--- src/rtl/assert_macros.svh ---
// Assertion macros shared by the RTL of the vertex normal block.
`ifndef ASSERT_MACROS_SVH
`define ASSERT_MACROS_SVH

// Plain property, checked on every rising edge outside reset.
`define HVN_ASSERT(lbl, prop, msg) \
  lbl: assert property (@(posedge clk_i) disable iff (!rst_ni) (prop)) else $error(msg);

// Antecedent in this cycle implies consequent in the next one.
`define HVN_ASSERT_NEXT(lbl, ante, cons, msg) \
  lbl: assert property (@(posedge clk_i) disable iff (!rst_ni) (ante) |=> (cons)) \
    else $error(msg);

`endif

--- src/rtl/hvn_pkg.sv ---
`timescale 1ns / 1ps
// Shared widths, types and helpers of the heightmap vertex normal block.
package hvn_pkg;

  localparam int HEIGHT_W = 8;
  localparam int SUM_W    = 11;
  localparam int MAG_W    = 10;
  localparam int SQ_W     = 20;
  localparam int LEN_W    = 22;
  localparam int QUO_W    = 31;
  localparam int ROOT_W   = 16;
  localparam int CFG_DW   = 13;
  localparam int CFG_IW   = 2;
  localparam int GW_W     = 9;
  localparam int GH_W     = 13;
  localparam int DIV_W    = 8;
  localparam int NX_W     = 16;
  localparam int NY_W     = 15;
  localparam int VCOL_W   = 8;
  localparam int VROW_W   = 12;

  typedef enum logic [CFG_IW-1:0] {
    CFG_GRID_WIDTH  = 2'd0,
    CFG_GRID_HEIGHT = 2'd1,
    CFG_DIVISOR     = 2'd2
  } cfg_idx_e;

  typedef struct packed {
    logic              start;
    logic [SQ_W-1:0]   sq;
    logic [LEN_W-1:0]  len2;
  } unit_req_t;

  typedef struct packed {
    logic              done;
    logic [ROOT_W-1:0] root;
  } unit_rsp_t;

  function automatic logic [1:0] slot_inc(input logic [1:0] s);
    slot_inc = (s == 2'd2) ? 2'd0 : s + 2'd1;
  endfunction

  function automatic logic [1:0] slot_add(input logic [1:0] a, input logic [1:0] b);
    logic [2:0] s;
    s = {1'b0, a} + {1'b0, b};
    slot_add = (s >= 3'd3) ? 2'(s - 3'd3) : s[1:0];
  endfunction

endpackage

--- src/rtl/hvn_unit_len.sv ---
`timescale 1ns / 1ps
// Bit-serial divider and square root giving one Q1.15 unit-vector magnitude.
module hvn_unit_len (
  input  logic               clk_i,
  input  logic               rst_ni,
  input  hvn_pkg::unit_req_t req_i,
  output hvn_pkg::unit_rsp_t rsp_o
);

  typedef enum logic [2:0] {
    U_IDLE = 3'b001,
    U_DIV  = 3'b010,
    U_SQRT = 3'b100
  } ustate_e;

  ustate_e                      state_q;
  logic [4:0]                   cnt_q;
  logic [hvn_pkg::LEN_W-1:0]    rem_q;
  logic [hvn_pkg::LEN_W-1:0]    den_q;
  logic [hvn_pkg::QUO_W-1:0]    quo_q;
  logic [hvn_pkg::QUO_W-1:0]    v_q;
  logic [hvn_pkg::QUO_W-1:0]    r_q;
  logic [hvn_pkg::QUO_W-1:0]    bit_q;
  logic                         done_q;
  logic [hvn_pkg::ROOT_W-1:0]   root_q;

  logic [hvn_pkg::LEN_W:0]      trial;
  logic                         ge;
  logic [hvn_pkg::QUO_W-1:0]    quo_d;
  logic [hvn_pkg::QUO_W:0]      sum;
  logic                         take;
  logic [hvn_pkg::QUO_W-1:0]    r_d;

  always_comb begin
    trial = (cnt_q == 5'd0) ? {1'b0, rem_q} : {rem_q, 1'b0};
    ge    = trial >= {1'b0, den_q};
    quo_d = {quo_q[hvn_pkg::QUO_W-2:0], ge};
    sum   = {1'b0, r_q} + {1'b0, bit_q};
    take  = {1'b0, v_q} >= sum;
    r_d   = take ? (r_q >> 1) + bit_q : (r_q >> 1);
  end

  always_ff @(posedge clk_i or negedge rst_ni) begin
    if (!rst_ni) begin
      state_q <= U_IDLE;
      cnt_q   <= '0;
      done_q  <= 1'b0;
    end else begin
      done_q <= (state_q == U_SQRT) && (cnt_q == 5'd15);
      case (state_q)
        U_IDLE: begin
          if (req_i.start) begin
            state_q <= U_DIV;
            cnt_q   <= '0;
          end
        end
        U_DIV: begin
          if (cnt_q == 5'd30) begin
            state_q <= U_SQRT;
            cnt_q   <= '0;
          end else begin
            cnt_q <= cnt_q + 5'd1;
          end
        end
        U_SQRT: begin
          if (cnt_q == 5'd15) begin
            state_q <= U_IDLE;
          end else begin
            cnt_q <= cnt_q + 5'd1;
          end
        end
        default: state_q <= U_IDLE;
      endcase
    end
  end

  always_ff @(posedge clk_i) begin
    case (state_q)
      U_IDLE: begin
        if (req_i.start) begin
          rem_q <= hvn_pkg::LEN_W'(req_i.sq);
          den_q <= (req_i.len2 == '0) ? hvn_pkg::LEN_W'(1) : req_i.len2;
          quo_q <= '0;
        end
      end
      U_DIV: begin
        rem_q <= ge ? hvn_pkg::LEN_W'(trial - {1'b0, den_q}) : trial[hvn_pkg::LEN_W-1:0];
        quo_q <= quo_d;
        if (cnt_q == 5'd30) begin
          v_q   <= quo_d;
          r_q   <= '0;
          bit_q <= hvn_pkg::QUO_W'(1) << (hvn_pkg::QUO_W - 1);
        end
      end
      U_SQRT: begin
        if (take) begin
          v_q <= hvn_pkg::QUO_W'({1'b0, v_q} - sum);
        end
        r_q    <= r_d;
        bit_q  <= bit_q >> 2;
        root_q <= hvn_pkg::ROOT_W'(r_d);
      end
      default: ;
    endcase
  end

  assign rsp_o.done = done_q;
  assign rsp_o.root = root_q;

endmodule

--- config.mk ---
export PLATFORM = sky130hd
export DESIGN_NAME = hvn_unit_len
export DESIGN_NICKNAME = d
export VERILOG_FILES = /design/src/rtl/assert_macros.svh /design/src/rtl/hvn_pkg.sv /design/src/rtl/hvn_unit_len.sv
export SDC_FILE = /design/constraint.sdc
export NUM_CORES = 1
export LEC_CHECK = 0
export ABC_AREA = 1
export BUFFER_PORTS_ARGS = -buffer_cell sky130_fd_sc_hd__buf_2
export CORE_UTILIZATION = 50
export CTS_CLUSTER_DIAMETER = 200
export DETAILED_ROUTE_END_ITERATION = 10
export PLACE_DENSITY_LB_ADDON = 0.2
export REMOVE_ABC_BUFFERS = 1
export SKIP_CTS_REPAIR_TIMING = 1
export SLEW_MARGIN = 20
export SYNTH_ARGS = -nofsm -noshare
export SYNTH_HDL_FRONTEND = slang
export SYNTH_SLANG_ARGS = --single-unit
--- constraint.sdc ---
create_clock -name clk_i -period 9 [get_ports clk_i]
set_input_delay 0.9 -clock clk_i [delete_from_list [all_inputs] [get_ports clk_i]]
set_output_delay 0.9 -clock clk_i [all_outputs]
set_load 0.02 [all_outputs]
After elaboration in Yosys (flattened, before gate mapping) --
Index checks and enable logic that the tools add are counted. Widths: inputs -> output; s select.
Word-level totals: register bits after elaboration 192, input port bits 45, output and inout bits 17, word-level logic and storage cells 61
Operators by class: add/subtract/negate cells 5, order comparisons 2, equality and inequality tests 10, mux-type cells 22, reductions and logical operators 12
Operators by type and width (number):
- $pmux 31 s2 | 3
- $mux 31 | 5
- $pmux 30 s2 | 1
- $mux 22 | 2
- $pmux 22 s2 | 1
- $add 31x31->32 | 1
- $ge 31x32->1 | 1
- $add 30x31->31 | 1
- $sub 31x31->31 | 1
- $mux 30 | 1
- $ge 23x22->1 | 1
- $mux 23 | 1
- $logic_not 22->1 | 1
- $sub 22x22->22 | 1
- $mux 5 | 3
- $pmux 5 s3 | 1
- $mux 3 | 3
- $pmux 3 s3 | 1
- $reduce_and 3->1 | 3
- $ne 2x2->1 const B | 4
- $reduce_and 2->1 | 3
- $add 5x1->5 const B | 1
- $eq 5x4->1 const B | 1
- $eq 5x5->1 const B | 1
- 8 further kinds | 9

Logic depth before layout (Yosys ltp) --
word-level depth 5, mapped depth 29, gate-level depth less buffers 28

Worst setup path before layout --
No wires, ideal clock.
path type reg2reg, from reg cnt_q[0], to reg v_q[0] (netlist bit) (enable), data arrival time 5.124 ns, data required time 8.614 ns, path slack 3.490 ns, stages on the path, launching flop included 7, path buffers 0, period minus slack after synthesis 5.510 ns, path through dfrtp_1 > inv_1 > ha_1 > nand4_1 > o21ai_0 > o21ai_1 > inv_1
On the way: longest elaborated chain between the ends 3
RTL lines:
- start, declared | RTL line hvn_unit_len.sv:17 | logic [4:0] cnt_q;
- start signal, assigned | RTL line hvn_unit_len.sv:62 | cnt_q <= cnt_q + 5'd1;
- start signal, assigned | RTL line hvn_unit_len.sv:69 | cnt_q <= cnt_q + 5'd1;
- $eq 5x5->1 | RTL line hvn_unit_len.sv:89 | if (cnt_q == 5'd30) begin
- $ne 2x2->1 (no line)
- $reduce_and 3->1 (no line)
- end signal, assigned | RTL line hvn_unit_len.sv:90 | v_q <= quo_d;
- end signal, assigned | RTL line hvn_unit_len.sv:97 | v_q <= hvn_pkg::QUO_W'({1'b0, v_q} - sum);
- end, declared | RTL line hvn_unit_len.sv:21 | logic [hvn_pkg::QUO_W-1:0] v_q;
No other way between the ends. A chain may end at the register's enable or synchronous reset.

Final worst setup path --
from reg cnt_q[1], to reg rem_q[21] (netlist bit) (data pin)
On the way: longest elaborated chain between the ends 5, elaborated cells between the ends (all ways) 6
RTL lines:
- $logic_not 5->1 (*) | RTL line hvn_unit_len.sv:35 | trial = (cnt_q == 5'd0) ? {1'b0, rem_q} : {rem_q, 1'b0};
- $mux 23 (*) | RTL line hvn_unit_len.sv:35
- $sub 22x22->22 / $ge 23x22->1 (equally long branches) | RTL line hvn_unit_len.sv:87, hvn_unit_len.sv:36
- $mux 22 (*) | RTL line hvn_unit_len.sv:87 | rem_q <= ge ? hvn_pkg::LEN_W'(trial - {1'b0, den_q}) : trial[hvn_pkg::LEN_W-1:0];
- $pmux 22 s2 (*) | RTL line hvn_unit_len.sv:78 | case (state_q)
- end signal, assigned | RTL line hvn_unit_len.sv:81 | rem_q <= hvn_pkg::LEN_W'(req_i.sq);
- end signal, assigned | RTL line hvn_unit_len.sv:87
- end, declared | RTL line hvn_unit_len.sv:18 | logic [hvn_pkg::LEN_W-1:0] rem_q;
Mark *: on every way between the ends. The rest lies on a longest branch, timed or not.

==> results.yml <==
outcome:
  status: "complete, no violations"
synth:
  synthTopCellsByCount: "558 x nand2_1, 310 x inv_1, 186 x nor2_1, 168 x edfxtp_1, 132 x nand3_1"
  netlist_top_cells_area: "edfxtp_1 35%, nand2_1 15%, inv_1 8.2%, ha_1 7.9%, nor2_1 4.9%"
  synthesis.area_um2: 14200
  synth.distinct_cells: 47
  netlist_instances: 1981
  post-synth-top-count-cell: "nand2_1"
  synth-edff-count: 168
  async_flop_share: 0.0508
  synth_seq_cells: 177
  synth-seq-area-share: 0.370
  synth_ff_type: "edfxtp_1"
  syn_area_per_cell_um2: 7.19
  synth_top_area_frac: 0.354
  synth_top_cell_by_area: "edfxtp_1"
  yosysWarnings: 0
critical_path:
  critPathSlowestCell: "nand3_1"
  critPathBufInv: 2
  rrSetupSlack_ns: 4.07
  cp-start-kind: "flop"
  worstPathArrival_ns: 5.14
  crit_type: "flop to flop"
  cp.required_ns: 9.21
  r2r_end: "rem_q[21]"
  max_stage_delay_ns: 0.79
  rr_worst_depth: 15
  cp_max_fo: 43
  worstSetupEndpointType: "flop"
  path_common_cell: "nand2_1"
  path_cells: "inv_1 -> ha_1 -> inv_1 -> nor2_1 -> nand2_2 -> o21ai_0 -> ha_1 -> a21oi_1 -> nand2_1 -> nand2_1 -> nand2_1 -> nand3_1 -> nand3_2 -> o21ai_0 -> nor2_1"
  crit_family: "simple AND/OR/NAND/NOR gates"
  timing.rr.start: "cnt_q[1]"
timing:
  tns_ns: 0
  drv_slew: 0
  setup_viol: 0
  tightestPinTransition_ns: 1.02
  fin_crit_sh: 0.548
  skew_ns: 0.0145
  timing.fmax_mhz: 203
  slew_headroom: 0.319
  min_period_ns: 4.93
  hold_violations: 0
  holdWs_ns: 0.286
  rsz0062_at_grt: "false"
power_and_ir_drop:
  p_leak_nw: 7.40
  power_frac_comb: 0.464
  p_seq_frac: 0.323
  power.share.switching: 0.425
  p_switching_mw: 1.52
  peakVddDrop_uv: 263
  total_power_mw: 3.58
  cellPowerDensity_nw_per_um2: 232
  clkPwrFrac: 0.213
  p_int_mw: 2.06
global_route:
  grt_pass1_wl_um: 62200
  grtUsageTotal: 0.274
  gr-total-overflow: 0
  grt_pass1_vias: 12379
  grt_max_degree: 67
  antenna_found_initial: 0
cells_and_area:
  design_area_um2: 15400
  n_antenna_cell: 0
  final-seq-area_um2: 5270
  stdcell_count: 2396
  layout-drive-gt1-share: 0.0723
  area_delta_synth_final_pct: 8.15
  final_nets: 2142
  multi_input_area_um2: 7510
  fill_cells: 2705
die:
  die_h_um: 171
  rows: 61
  start_util: 0.510
  io_pins: 62
  core_um2: 27900
  die_w_um: 171
  die-area_um2: 29200
job:
  cap_violations: 0
detailed_routing:
  postRouteAntennaNets: 0
  firstDrtPassIters: 5
  wl_per_cell_um: 15.8
  drc: 0
  route.vias.total: 12928
  drt_iter0_markers: 1215
  viasPerCell: 5.40
  drt_wl_total_um: 38000
place:
  dpl.cell_count: 2364
  place_area_um2: 14800
  port_buffers: 61
  routabilityCongestion: 0.995
  hpwl_um: 29000
clock_tree:
  clock-root-buffer: "clkbuf_16"
  cts.sinks: 177
  cts_max_path_buffers: 2
  insertion_delay_ns: 0.46
  numCtsBuffers: 17
  cts_tree: "done"
  clkTransAtPathRegs_ns: 0.08
  htreeDepth: 4
worst_hold_path:
  hp-class: "input pin to async pin"
==> area by class of cell <==
class,count,area share
Multi-Input combinational cell,1421,0.488
Sequential cell,177,0.342
Inverter,319,0.0778
Tap cell,378,0.0307
Clock buffer,19,0.0281
Timing Repair Buffer,69,0.0237
Clock inverter,13,0.00975
==> metal layers <==
layer  vias to the layer above  part of all wire  GRT usage
li1                       6507                 -          -
met1                      5959              0.46      0.365
met2                       406              0.46      0.451
met3                        56             0.055     0.0379
met4                         0             0.026      0.103
met5                         -                 0          0
==> kinds of logic (layout without fill, tap and decap cells) <==
kind of cell,count (synthesis),after routing,synth area share
adder cells (fa/ha/maj),92,92,0.0819
flip-flops,177,177,0.370
AND/OR/NAND/NOR,996,996,0.300
AO/OA/AOI/OAI,271,271,0.105
XOR/XNOR,62,62,0.0381
buffers and inverters,383,420,0.105
==> layout by cell type (no fill, tap or decap), types with 3 or more instances in the layout <==
cell and count:
inv_2 10, nor4_1 8, o21ai_1 8, clkinvlp_4 3
nor3_1 12, o21bai_1 17, a21o_1 12, ha_1 90
a21oi_2 3, xnor2_1 31, nand3_1 131, buf_4 8
inv_1 309, a21boi_0 3, nand2_1 558, nor2_2 6
and2_1 3, nand4_1 51, nand2_2 10, o22ai_1 8
inv_6 4, clkbuf_16 17, buf_2 61, nand3_2 4
o21ai_0 101, a31oi_1 4, nor2_1 185, edfxtp_1 168
or2_2 4, nand3b_1 13, a21oi_1 107, xor2_1 31
dfrtp_1 8
==> worst max path at each step <==
| stage | startpoint | to | slack (ns) | depth (start not counted) |
|---|---|---|---|---|
| global placement | r_q[2] | v_q[27] | 4.30 | 24 |
| global route | cnt_q[1] | rem_q[20] | 3.64 | 15 |
| finish | cnt_q[1] | rem_q[21] | 4.07 | 15 |
| CTS | cnt_q[1] | rem_q[21] | 4.19 | 15 |
| detailed placement | cnt_q[1] | rem_q[21] | 4.18 | 15 |
| floorplan | state_q[1] | v_q[0] | 1.65 | 5 |
==> flip-flops by register name (all words and copies together), names as in the netlist <==
name and cells:
r_q 31, done_q 1, v_q 31, cnt_q 5
rem_q 22, bit_q 16, root_q 16, state_q 3
quo_q 30, den_q 22
==> metrics by stage <==
step                      worst slack [ns]   util
after floorplan                       1.65      -
after CTS                             4.19  0.551
after global placement                4.30  0.530
after detailed placement              4.18  0.530
after global routing                  3.64  0.551
final                                 4.07  0.551
==> power by group through the flow <==
stage | combinational (mW) | clock (mW) | sequential [mW]
detailed placement | 1.63 | 0 | 1.17
floorplan | 1.24 | 0 | 1.17
global placement | 1.61 | 0 | 1.17
CTS | 1.64 | 0.776 | 1.16
global route | 1.88 | 0.801 | 1.17
finish | 1.66 | 0.764 | 1.16
Note: power is estimated with default switching activity, not from simulation.
